## src/design/wevd_pkg.sv

```systemverilog
// Shared constants of the windowed energy voice detector.
`timescale 1ns / 1ps
package wevd_pkg;

  // Window length default.
  localparam int WINDOW_LEN_DEFAULT = 256;

  // Configuration register indexes.
  localparam int CFG_INDEX_W = 8;
  localparam int CFG_DATA_W  = 32;
  localparam logic [CFG_INDEX_W-1:0] REG_THRESHOLD_SQUARED = 8'd0;
  localparam logic [CFG_INDEX_W-1:0] REG_HOLD_FRAMES       = 8'd1;

  // Register widths and reset values (1600 squared, hold of three frames).
  localparam int THR_W  = 31;
  localparam int HOLD_W = 8;
  localparam logic [THR_W-1:0]  THRESHOLD_SQUARED_RESET = 31'd2560000;
  localparam logic [HOLD_W-1:0] HOLD_FRAMES_RESET       = 8'd3;

  // Item payload widths.
  localparam int SAMPLE_W  = 16;
  localparam int IN_DATA_W = 16;
  localparam int OUT_DATA_W = 8;

endpackage

```

## src/design/windowed_energy_voice_detector_core.sv

```systemverilog
// Top level of the windowed energy voice detector: window energy test with frame hold.
`timescale 1ns / 1ps
//
//  Channel  | Direction | Handshake                 | Payload
//  ---------+-----------+---------------------------+--------------------------------------
//  s_*      | in        | s_tvalid / s_tready       | tdata: sample; tlast: last;
//           |           |                           | tuser: past_end
//  m_*      | out       | m_tvalid / m_tready       | tdata: mouth_open, above_threshold
//  cfg_*    | in        | cfg_valid / cfg_ready     | cfg_index, cfg_data
//
// The block accepts one item per cycle when the output side keeps up. An item passes an
// input register, a squaring stage and an accumulate stage, which registers the result of
// the item that closes its frame; the 17 by 17 bit squarer in one stage, and
// the energy add beside the threshold times count product in the next, set the cycle time.
// Reset is synchronous and clears all control state, the window accumulator and the hold
// state. A stalled output only holds items that end a frame; items inside a frame keep
// flowing into the accumulator behind a full output register. Configuration writes are
// always accepted.
module windowed_energy_voice_detector_core #(
  parameter int WINDOW_LEN = wevd_pkg::WINDOW_LEN_DEFAULT
) (
  input  logic                              clk,
  input  logic                              rst,
  // Input items.
  input  logic                              s_tvalid,
  output logic                              s_tready,
  input  logic [wevd_pkg::IN_DATA_W-1:0]    s_tdata,   // [15:0] sample (signed)
  input  logic                              s_tlast,   // last sample of the window
  input  logic                              s_tuser,   // [0] past_end
  // Result items.
  output logic                              m_tvalid,
  input  logic                              m_tready,
  output logic [wevd_pkg::OUT_DATA_W-1:0]   m_tdata,   // [0] mouth_open, [1] above_threshold
  // Configuration writes.
  input  logic                              cfg_valid,
  output logic                              cfg_ready,
  input  logic [wevd_pkg::CFG_INDEX_W-1:0]  cfg_index,
  input  logic [wevd_pkg::CFG_DATA_W-1:0]   cfg_data
);
  import wevd_pkg::*;

  // Count width holds WINDOW_LEN itself. The energy sum holds WINDOW_LEN squares of at
  // most 2**30, and the limit holds threshold_squared times the count.
  localparam int CW = $clog2(WINDOW_LEN + 1);
  localparam int EW = 30 + CW;
  localparam int PW = THR_W + CW;
  localparam logic [CW-1:0] WIN = CW'(WINDOW_LEN);

  // Configuration registers.
  logic [THR_W-1:0]  threshold_squared;
  logic [HOLD_W-1:0] hold_frames;

  assign cfg_ready = 1'b1;

  always_ff @(posedge clk) begin
    if (rst) begin
      threshold_squared <= THRESHOLD_SQUARED_RESET;
      hold_frames       <= HOLD_FRAMES_RESET;
    end else if (cfg_valid && cfg_ready) begin
      case (cfg_index)
        REG_THRESHOLD_SQUARED: threshold_squared <= cfg_data[THR_W-1:0];
        REG_HOLD_FRAMES:       hold_frames       <= cfg_data[HOLD_W-1:0];
        default: ;
      endcase
    end
  end

  // Stage one: input register.
  logic                v1;
  logic [SAMPLE_W-1:0] sample1;
  logic                last1;
  logic                past1;

  // Stage two: squared sample.
  logic                v2;
  logic                last2;
  logic                past2;
  logic [30:0]         sq2;

  // Output register.
  logic                ov;
  logic                mouth_open;
  logic                above_threshold;

  // Window and hold state.
  logic [EW-1:0]       energy_sum;
  logic [CW-1:0]       sample_count;
  logic                held_state;
  logic [HOLD_W-1:0]   hold_counter;

  // Flow control: an item that ends a frame needs room in the output register, any
  // other item retires into the accumulator at once.
  logic out_free;
  logic ends_frame;
  logic exec_fire;
  logic s2_ready;
  logic s1_ready;

  assign out_free   = !ov || m_tready;
  assign ends_frame = last2 || past2;
  assign exec_fire  = v2 && (!ends_frame || out_free);
  assign s2_ready   = !v2 || exec_fire;
  assign s1_ready   = !v1 || s2_ready;
  assign s_tready   = s1_ready;

  always_ff @(posedge clk) begin
    if (rst) begin
      v1 <= 1'b0;
    end else if (s1_ready) begin
      v1 <= s_tvalid;
    end
  end

  always_ff @(posedge clk) begin
    if (s1_ready && s_tvalid) begin
      sample1 <= s_tdata[SAMPLE_W-1:0];
      last1   <= s_tlast;
      past1   <= s_tuser;
    end
  end

  // Magnitude of the sample is at most 32768, so its square fits in 31 bits.
  logic [16:0] mag1;
  logic [30:0] sq1;

  always_comb begin
    mag1 = sample1[SAMPLE_W-1] ? (17'd0 - {1'b1, sample1}) : {1'b0, sample1};
    sq1  = {14'd0, mag1} * {14'd0, mag1};
  end

  always_ff @(posedge clk) begin
    if (rst) begin
      v2 <= 1'b0;
    end else if (s2_ready) begin
      v2 <= v1;
    end
  end

  always_ff @(posedge clk) begin
    if (s2_ready && v1) begin
      last2 <= last1;
      past2 <= past1;
      sq2   <= sq1;
    end
  end

  // Stage three: accumulate, decide and apply the hold.
  logic                 in_window;
  logic [EW-1:0]        energy_add;
  logic [CW-1:0]        count_add;
  logic [PW-1:0]        limit;
  logic                 desired;
  logic [HOLD_W-1:0]    hold_inc;
  logic [EW-1:0]        energy_sum_next;
  logic [CW-1:0]        sample_count_next;
  logic                 held_state_next;
  logic [HOLD_W-1:0]    hold_counter_next;

  always_comb begin
    in_window  = sample_count < WIN;
    energy_add = in_window ? (energy_sum + EW'(sq2)) : energy_sum;
    count_add  = in_window ? (sample_count + 1'b1) : sample_count;
    // The mean square beats the threshold when the sum beats threshold times count,
    // using the threshold as it stands when the frame closes.
    limit      = PW'(threshold_squared) * PW'(count_add);
    desired    = PW'(energy_add) > limit;
    hold_inc   = (hold_counter == '1) ? hold_counter : hold_counter + 1'b1;

    energy_sum_next   = energy_add;
    sample_count_next = count_add;
    held_state_next   = held_state;
    hold_counter_next = hold_counter;

    if (past2) begin
      // Beyond the clip: frame closes, state forced closed, counter kept.
      energy_sum_next   = '0;
      sample_count_next = '0;
      held_state_next   = 1'b0;
    end else if (last2) begin
      energy_sum_next   = '0;
      sample_count_next = '0;
      if (desired != held_state) begin
        if (hold_inc >= hold_frames) begin
          held_state_next   = desired;
          hold_counter_next = '0;
        end else begin
          hold_counter_next = hold_inc;
        end
      end else begin
        hold_counter_next = '0;
      end
    end
  end

  always_ff @(posedge clk) begin
    if (rst) begin
      energy_sum   <= '0;
      sample_count <= '0;
      held_state   <= 1'b0;
      hold_counter <= '0;
    end else if (exec_fire) begin
      energy_sum   <= energy_sum_next;
      sample_count <= sample_count_next;
      held_state   <= held_state_next;
      hold_counter <= hold_counter_next;
    end
  end

  always_ff @(posedge clk) begin
    if (rst) begin
      ov <= 1'b0;
    end else if (exec_fire && ends_frame) begin
      ov <= 1'b1;
    end else if (m_tready) begin
      ov <= 1'b0;
    end
  end

  always_ff @(posedge clk) begin
    if (exec_fire && ends_frame) begin
      mouth_open      <= held_state_next;
      above_threshold <= desired && !past2;
    end
  end

  assign m_tvalid = ov;
  assign m_tdata  = {{(OUT_DATA_W-2){1'b0}}, above_threshold, mouth_open};

  // The window count never runs past the window length.
  a_count_bound: assert property (@(posedge clk) disable iff (rst)
    sample_count <= WIN)
    else $error("sample count beyond window length");

  // The held state only moves when an item retires.
  a_held_moves_on_fire: assert property (@(posedge clk) disable iff (rst)
    !exec_fire |=> $stable(held_state))
    else $error("held state changed without a retiring item");

  // A past-end item leaves a closed state and an empty window.
  a_past_end_closes: assert property (@(posedge clk) disable iff (rst)
    exec_fire && past2 |=> !held_state && energy_sum == '0 && sample_count == '0)
    else $error("past-end item did not close the window");

  // A flip of the held state restarts the hold counter.
  a_flip_clears_counter: assert property (@(posedge clk) disable iff (rst)
    exec_fire && last2 && !past2 && held_state_next != held_state |=> hold_counter == '0)
    else $error("hold counter not cleared on flip");

  // A new result only enters when the output register has room.
  a_no_overwrite: assert property (@(posedge clk) disable iff (rst)
    exec_fire && ends_frame |-> !ov || m_tready)
    else $error("result overwritten while stalled");

endmodule

```

## config.mk

```make
export PLATFORM = sky130hd
export DESIGN_NAME = windowed_energy_voice_detector_core
export DESIGN_NICKNAME = d
export VERILOG_FILES = /design/src/design/wevd_pkg.sv /design/src/design/windowed_energy_voice_detector_core.sv
export SDC_FILE = /design/constraint.sdc
export NUM_CORES = 1
export LEC_CHECK = 0
export BUFFER_PORTS_ARGS = -buffer_cell sky130_fd_sc_hd__buf_2
export CORE_MARGIN = 1.5
export CORE_UTILIZATION = 55
export CTS_CLUSTER_SIZE = 28
export DETAILED_ROUTE_END_ITERATION = 7
export PLACE_DENSITY = 0.76
export SETUP_SLACK_MARGIN = 0.15
export SYNTH_ARGS = -nofsm -noshare
export SYNTH_HDL_FRONTEND = slang
export SYNTH_SLANG_ARGS = --single-unit
```

## constraint.sdc

```tcl
create_clock -name clk -period 9.6 [get_ports clk]
set_input_delay 0.96 -clock clk [delete_from_list [all_inputs] [get_ports clk]]
set_output_delay 0.96 -clock clk [all_outputs]
set_load 0.005 [all_outputs]
```

=== After elaboration in Yosys (flattened, before gate mapping) ===
Index checks and enable logic that the tools add are counted.

* Flip-flop bits (word level): 152
* Output and inout port bits: 11
* Word-level logic and storage cells: 66

* Muxes and demuxes: 16
* Reductions and logical operators: 20
* Multipliers: 2
* Add/subtract/negate cells: 4
* Equality and inequality tests: 3
* Bitwise gates (word level): 1
* Order comparisons: 3

{| class="wikitable"
|+ Operator list
! cell !! number
|-
| $mux W39 || 3
|-
| $gt A39 B40 Y1 || 1
|-
| $mul A31 B9 Y40 || 1
|-
| $add A39 B31 Y39 || 1
|-
| $mul A17 B17 Y31 || 1
|-
| $mux W9 || 3
|-
| $mux W8 || 3
|-
| $mux W17 || 1
|-
| $sub A1 B17 Y17 const A || 1
|-
| $add A9 B1 Y9 const B || 1
|-
| $lt A9 B9 Y1 const B || 1
|-
| $add A8 B1 Y8 const B || 1
|-
| $eq A8 B1 Y1 const B || 1
|-
| $eq A8 B8 Y1 const B || 1
|-
| $ge A8 B8 Y1 || 1
|-
| $logic_not A8 Y1 || 1
|-
| $mux W1 || 6
|-
| $logic_and A1 B1 Y1 || 5
|-
| $logic_not A1 Y1 || 5
|-
| $logic_or A1 B1 Y1 || 5
|-
| $reduce_and A2 Y1 || 2
|-
| $reduce_and A3 Y1 || 1
|-
| $reduce_bool A2 Y1 || 1
|-
| $ne A1 B1 Y1 || 1
|-
| $not A1 Y1 || 1
|}

=== Logic depth before layout (Yosys ltp) ===
* Depth in word-level cells: 8
* Mapped depth: 36
* Depth with buffers taken out: 36

=== Least setup slack after synthesis ===
Ideal clock, no wire load.

* Path kind: register to register
* From: reg sample1[3]
* To: reg sq2[29], data pin
* Period minus slack after synthesis: 8.076 ns
* Cell stages (with the launch flop): 33
* Setup time: 0.258 ns
* Required time: 9.342 ns
* Arrival time: 7.818 ns
* Path slack: 1.524 ns
* Cell sequence: edfxtp_1 or4_4 or3_4 nor3_4 nand2b_1 or2_1 o31ai_1 xor2_2 inv_2 nand2_1 fa_1 inv_1 fa_1 inv_1 fa_1 inv_1 fa_1 inv_1 fa_1 inv_1 fa_1 ha_1 a21o_1 a21oi_1 o21ai_0 a221oi_1 a21oi_1 and4_1 o31a_1 o21ai_0 nand2b_1 a21oi_1 xnor2_1

* Cells in the longest elaborated chain, start to end: 3

{| class="wikitable"
|+ Ends and longest elaborated chain
! what !! line !! text
|-
| start: declaration || windowed_energy_voice_detector_core.sv:70 || <nowiki>logic [SAMPLE_W-1:0] sample1;</nowiki>
|-
| start signal: assignment || windowed_energy_voice_detector_core.sv:116 || <nowiki>sample1 <= s_tdata[SAMPLE_W-1:0];</nowiki>
|-
| $sub A1 B17 Y17 || windowed_energy_voice_detector_core.sv:127 || <nowiki>mag1 = sample1[SAMPLE_W-1] ? (17'd0 - {1'b1, sample1}) : {1'b0, sample1};</nowiki>
|-
| $mux W17 (*) || windowed_energy_voice_detector_core.sv:127 ||
|-
| $mul A17 B17 Y31 (*) || windowed_energy_voice_detector_core.sv:128 || <nowiki>sq1 = {14'd0, mag1} * {14'd0, mag1};</nowiki>
|-
| net sq1[29] || windowed_energy_voice_detector_core.sv:124 || <nowiki>logic [30:0] sq1;</nowiki>
|-
| end signal: assignment || windowed_energy_voice_detector_core.sv:143 || <nowiki>sq2 <= sq1;</nowiki>
|-
| end: declaration || windowed_energy_voice_detector_core.sv:78 || <nowiki>logic [30:0] sq2;</nowiki>
|}

Mark *: on every way through the listed nets, which the timed path passes. The rest lies on a longest branch.
A chain may end at the register's enable or synchronous reset.

=== Worst setup path after layout ===
Same ends and word-level chain as after synthesis.

==> results_dict.tcl <==
set metrics [dict create \
    synth.cells.most_frequent "inv_1, fa_1, nand2_1" \
    setup-violations-final 0 \
    rsz0062_at_grt "false" \
    grt_pass1_vias 20400 \
    tightest_slew_ns 1.25 \
    cp-start-kind "flop" \
    worstPathArrival_ns 9.08 \
    rows 77 \
    post_cts_buffers 0 \
    cts_buffer_depth 2 \
    finalCritPeriodShare_pct 92.2 \
    maxCapViolCount 0 \
    areaGrowthSynthToFinish_pct 7.62 \
    fillCellCount 3789 \
    path_clk_slew_ns 0.06 \
    dominantRegCellSynth "dfxtp_1" \
    utilization_pct 60.1 \
    insertion_delay_ns 0.48 \
    worstPathRequired_ns 9.83 \
    num_io_pins 74 \
    ys_top_cells_by_area "fa_1, ha_1, inv_1, dfxtp_1, edfxtp_1" \
    critical_path_class "flop to flop" \
    ys_ff_latch 151 \
    relSlewSlack_pct 15.9 \
    yosysWarnings 0 \
    layout-drive-gt1-share_pct 6.50 \
    grt_pass1_wl_um 96400 \
    slowest_delay_ns 0.58 \
    min_path_type "flop to flop" \
    drtIter0Drc 1166 \
    crit_fanout 8 \
    synth.yosys.seq_area_share_pct 14.3 \
    synthCells 2829 \
    antenna_cells 0 \
    dpl.hpwl_um 45900 \
    cp_slowest_cell "or4_4" \
    core_area_sq_mm 0.0443 \
    synth_async_sr_flop_share_pct 0 \
    multi_input_area_sq_mm 0.0190 \
    syn-cell-area_sq_mm 0.0248 \
    finalNonFillerCells 3498 \
    drtPass1Iterations 6 \
    critPathCaptureType "flop" \
    use_met3_pct 4.30 \
    use_met2_pct 45.5 \
    die_x_um 215 \
    die-area_sq_mm 0.0463 \
    fin_skew_ns 0.00883 \
    cts-root-buf "clkbuf_16" \
    clock-sinks 151 \
    place_congestion 0.912 \
    yosysMostFrequentCell "inv_1" \
    synth_edf_count 52 \
    grt.busiest_layer "met2" \
    grt_overflow_total 0 \
    drc_errors 0 \
    fp.dieH_um 215 \
    via_per_inst 5.42 \
    cts_tree "yes" \
    fmax_ghz 0.113 \
    final_nets 3583 \
    num_vias 18900 \
    placedCellCount 3466 \
    fin_tns_setup_ns 0 \
    wl_um 56200 \
    path_common_cell "fa_1" \
    gr-usage-met1_pct 31.4 \
    cp-startpoint "sample1[3]$_DFFE_PP_" \
    cts.repair.resized 0 \
    track_usage_pct 25.7 \
    run_status "finished, final reports clean" \
    seq_area_sq_mm 0.00354 \
    timing.rr.start "sample1[3]$_DFFE_PP_" \
    antenna_found_initial 0 \
    period_needed_ns 8.85 \
    r2r_cells 32 \
    report.final.slew_viol_count 0 \
    initial_utilization_pct 55.9 \
    yosysTopAreaCell "fa_1" \
    numCtsBuffers 17 \
    synth.distinct_cells 71 \
    ant_nets 0 \
    wl_per_cell_um 16.1 \
    cts_max_level 4 \
    hold_violations 0 \
    grt_max_degree 56 \
    cts_hold_buf 0 \
    port_buffers 65 \
    avgSynthCellArea_sq_um 8.75 \
    synth.top_cell.area_share_pct 32.0 \
    min_from "last1$_DFFE_PP_" \
    min_path_cells 0 \
    ff2ff_setup_slack_ns 0.75 \
]
==> sequential cells by signal, indices dropped and copies added, names as in the netlist, 8 cells and up <==
register and flops:
threshold_squared 31, hold_frames 8, sample_count 9, sample1 16, hold_counter 8, sq2 30
energy_sum 39
==> metal layers <==
layer | vias up | share of wire [%]
met5 | - | 0
met4 | 0 | 2.9
met3 | 102 | 5.2
met2 | 574 | 50
met1 | 9259 | 42
li1 | 9010 | -
==> metrics by stage <==
stage / hold slack, ns / worst slack [ns] / cell area (sq um)
2_1_floorplan: 0.400 / 1.52 / 24900
3_3_place_gp: 0.406 / 0.695 / 26000
3_5_place_dp: 0.405 / 0.564 / 26000
4_1_cts: 0.419 / 0.514 / 26600
5_1_grt: 0.422 / 0.199 / 26600
6_report: 0.420 / 0.749 / 26600
==> cell usage in the layout (no fill, tap or decap), drive strengths merged, types with 7 or more instances in the layout <==
cell and instances:
nand2 329, clkinv 10, nand3b 7, o21bai 11, nor2b 99, a211oi 14
mux2i 7, nand3 33, buf 118, inv 544, conb 41, xnor2 73
and2 92, xor2 50, a22oi 15, edfxtp 52, o21a 22, fa 396
o21ai 86, nand4 17, nor2 160, ha 231, a31oi 18, dfxtp 99
nor3 22, a22o 10, clkbuf 19, a21oi 139, or2 7, nand2b 27
o31ai 14, and3 11, a21o 48
==> path summary, 6_finish.rpt <==
check                 endpoint
max          sq2[29]$_DFFE_PP_
min            last2$_DFFE_PP_
max reg2reg  sq2[29]$_DFFE_PP_
min reg2reg    last2$_DFFE_PP_
==> cells by family after synthesis <==
| kind of cell | count (synthesis) | share of synthesized area [%] |
|---|---|---|
| AND/OR/NAND/NOR | 831 | 16.1 |
| XOR/XNOR | 123 | 4.38 |
| multiplexers | 10 | 0.419 |
| AO/OA/AOI/OAI | 428 | 11.0 |
| other | 2 | 0.0303 |
| adder cells (fa/ha/maj) | 627 | 43.7 |
| flip-flops | 151 | 14.3 |
| buffers and inverters | 657 | 10.1 |
==> critical path, delay by kind of cell (launching register included) <==
kind / cells / cell delay (ns)
AO/OA/AOI/OAI: 9 / 2.22
XOR/XNOR: 2 / 0.24
adder cells (fa/ha/maj): 7 / 3.29
buffers and inverters: 6 / 0.48
flip-flops: 1 / 0.45
AND/OR/NAND/NOR: 8 / 1.93
==> final cells by class <==
| type | count | area share (%) |
|---|---|---|
| repair buffers | 118 | 2.87 |
| multi-input cells | 2060 | 71.2 |
| flip-flops and latches | 151 | 13.3 |
| clock buffers | 19 | 1.62 |
| clock inverters | 13 | 0.559 |
| inverters | 545 | 7.68 |
| well taps | 592 | 2.78 |
Power is not shown: default switching activity piles up to over one toggle a cycle in this logic, so the estimate is an artifact.
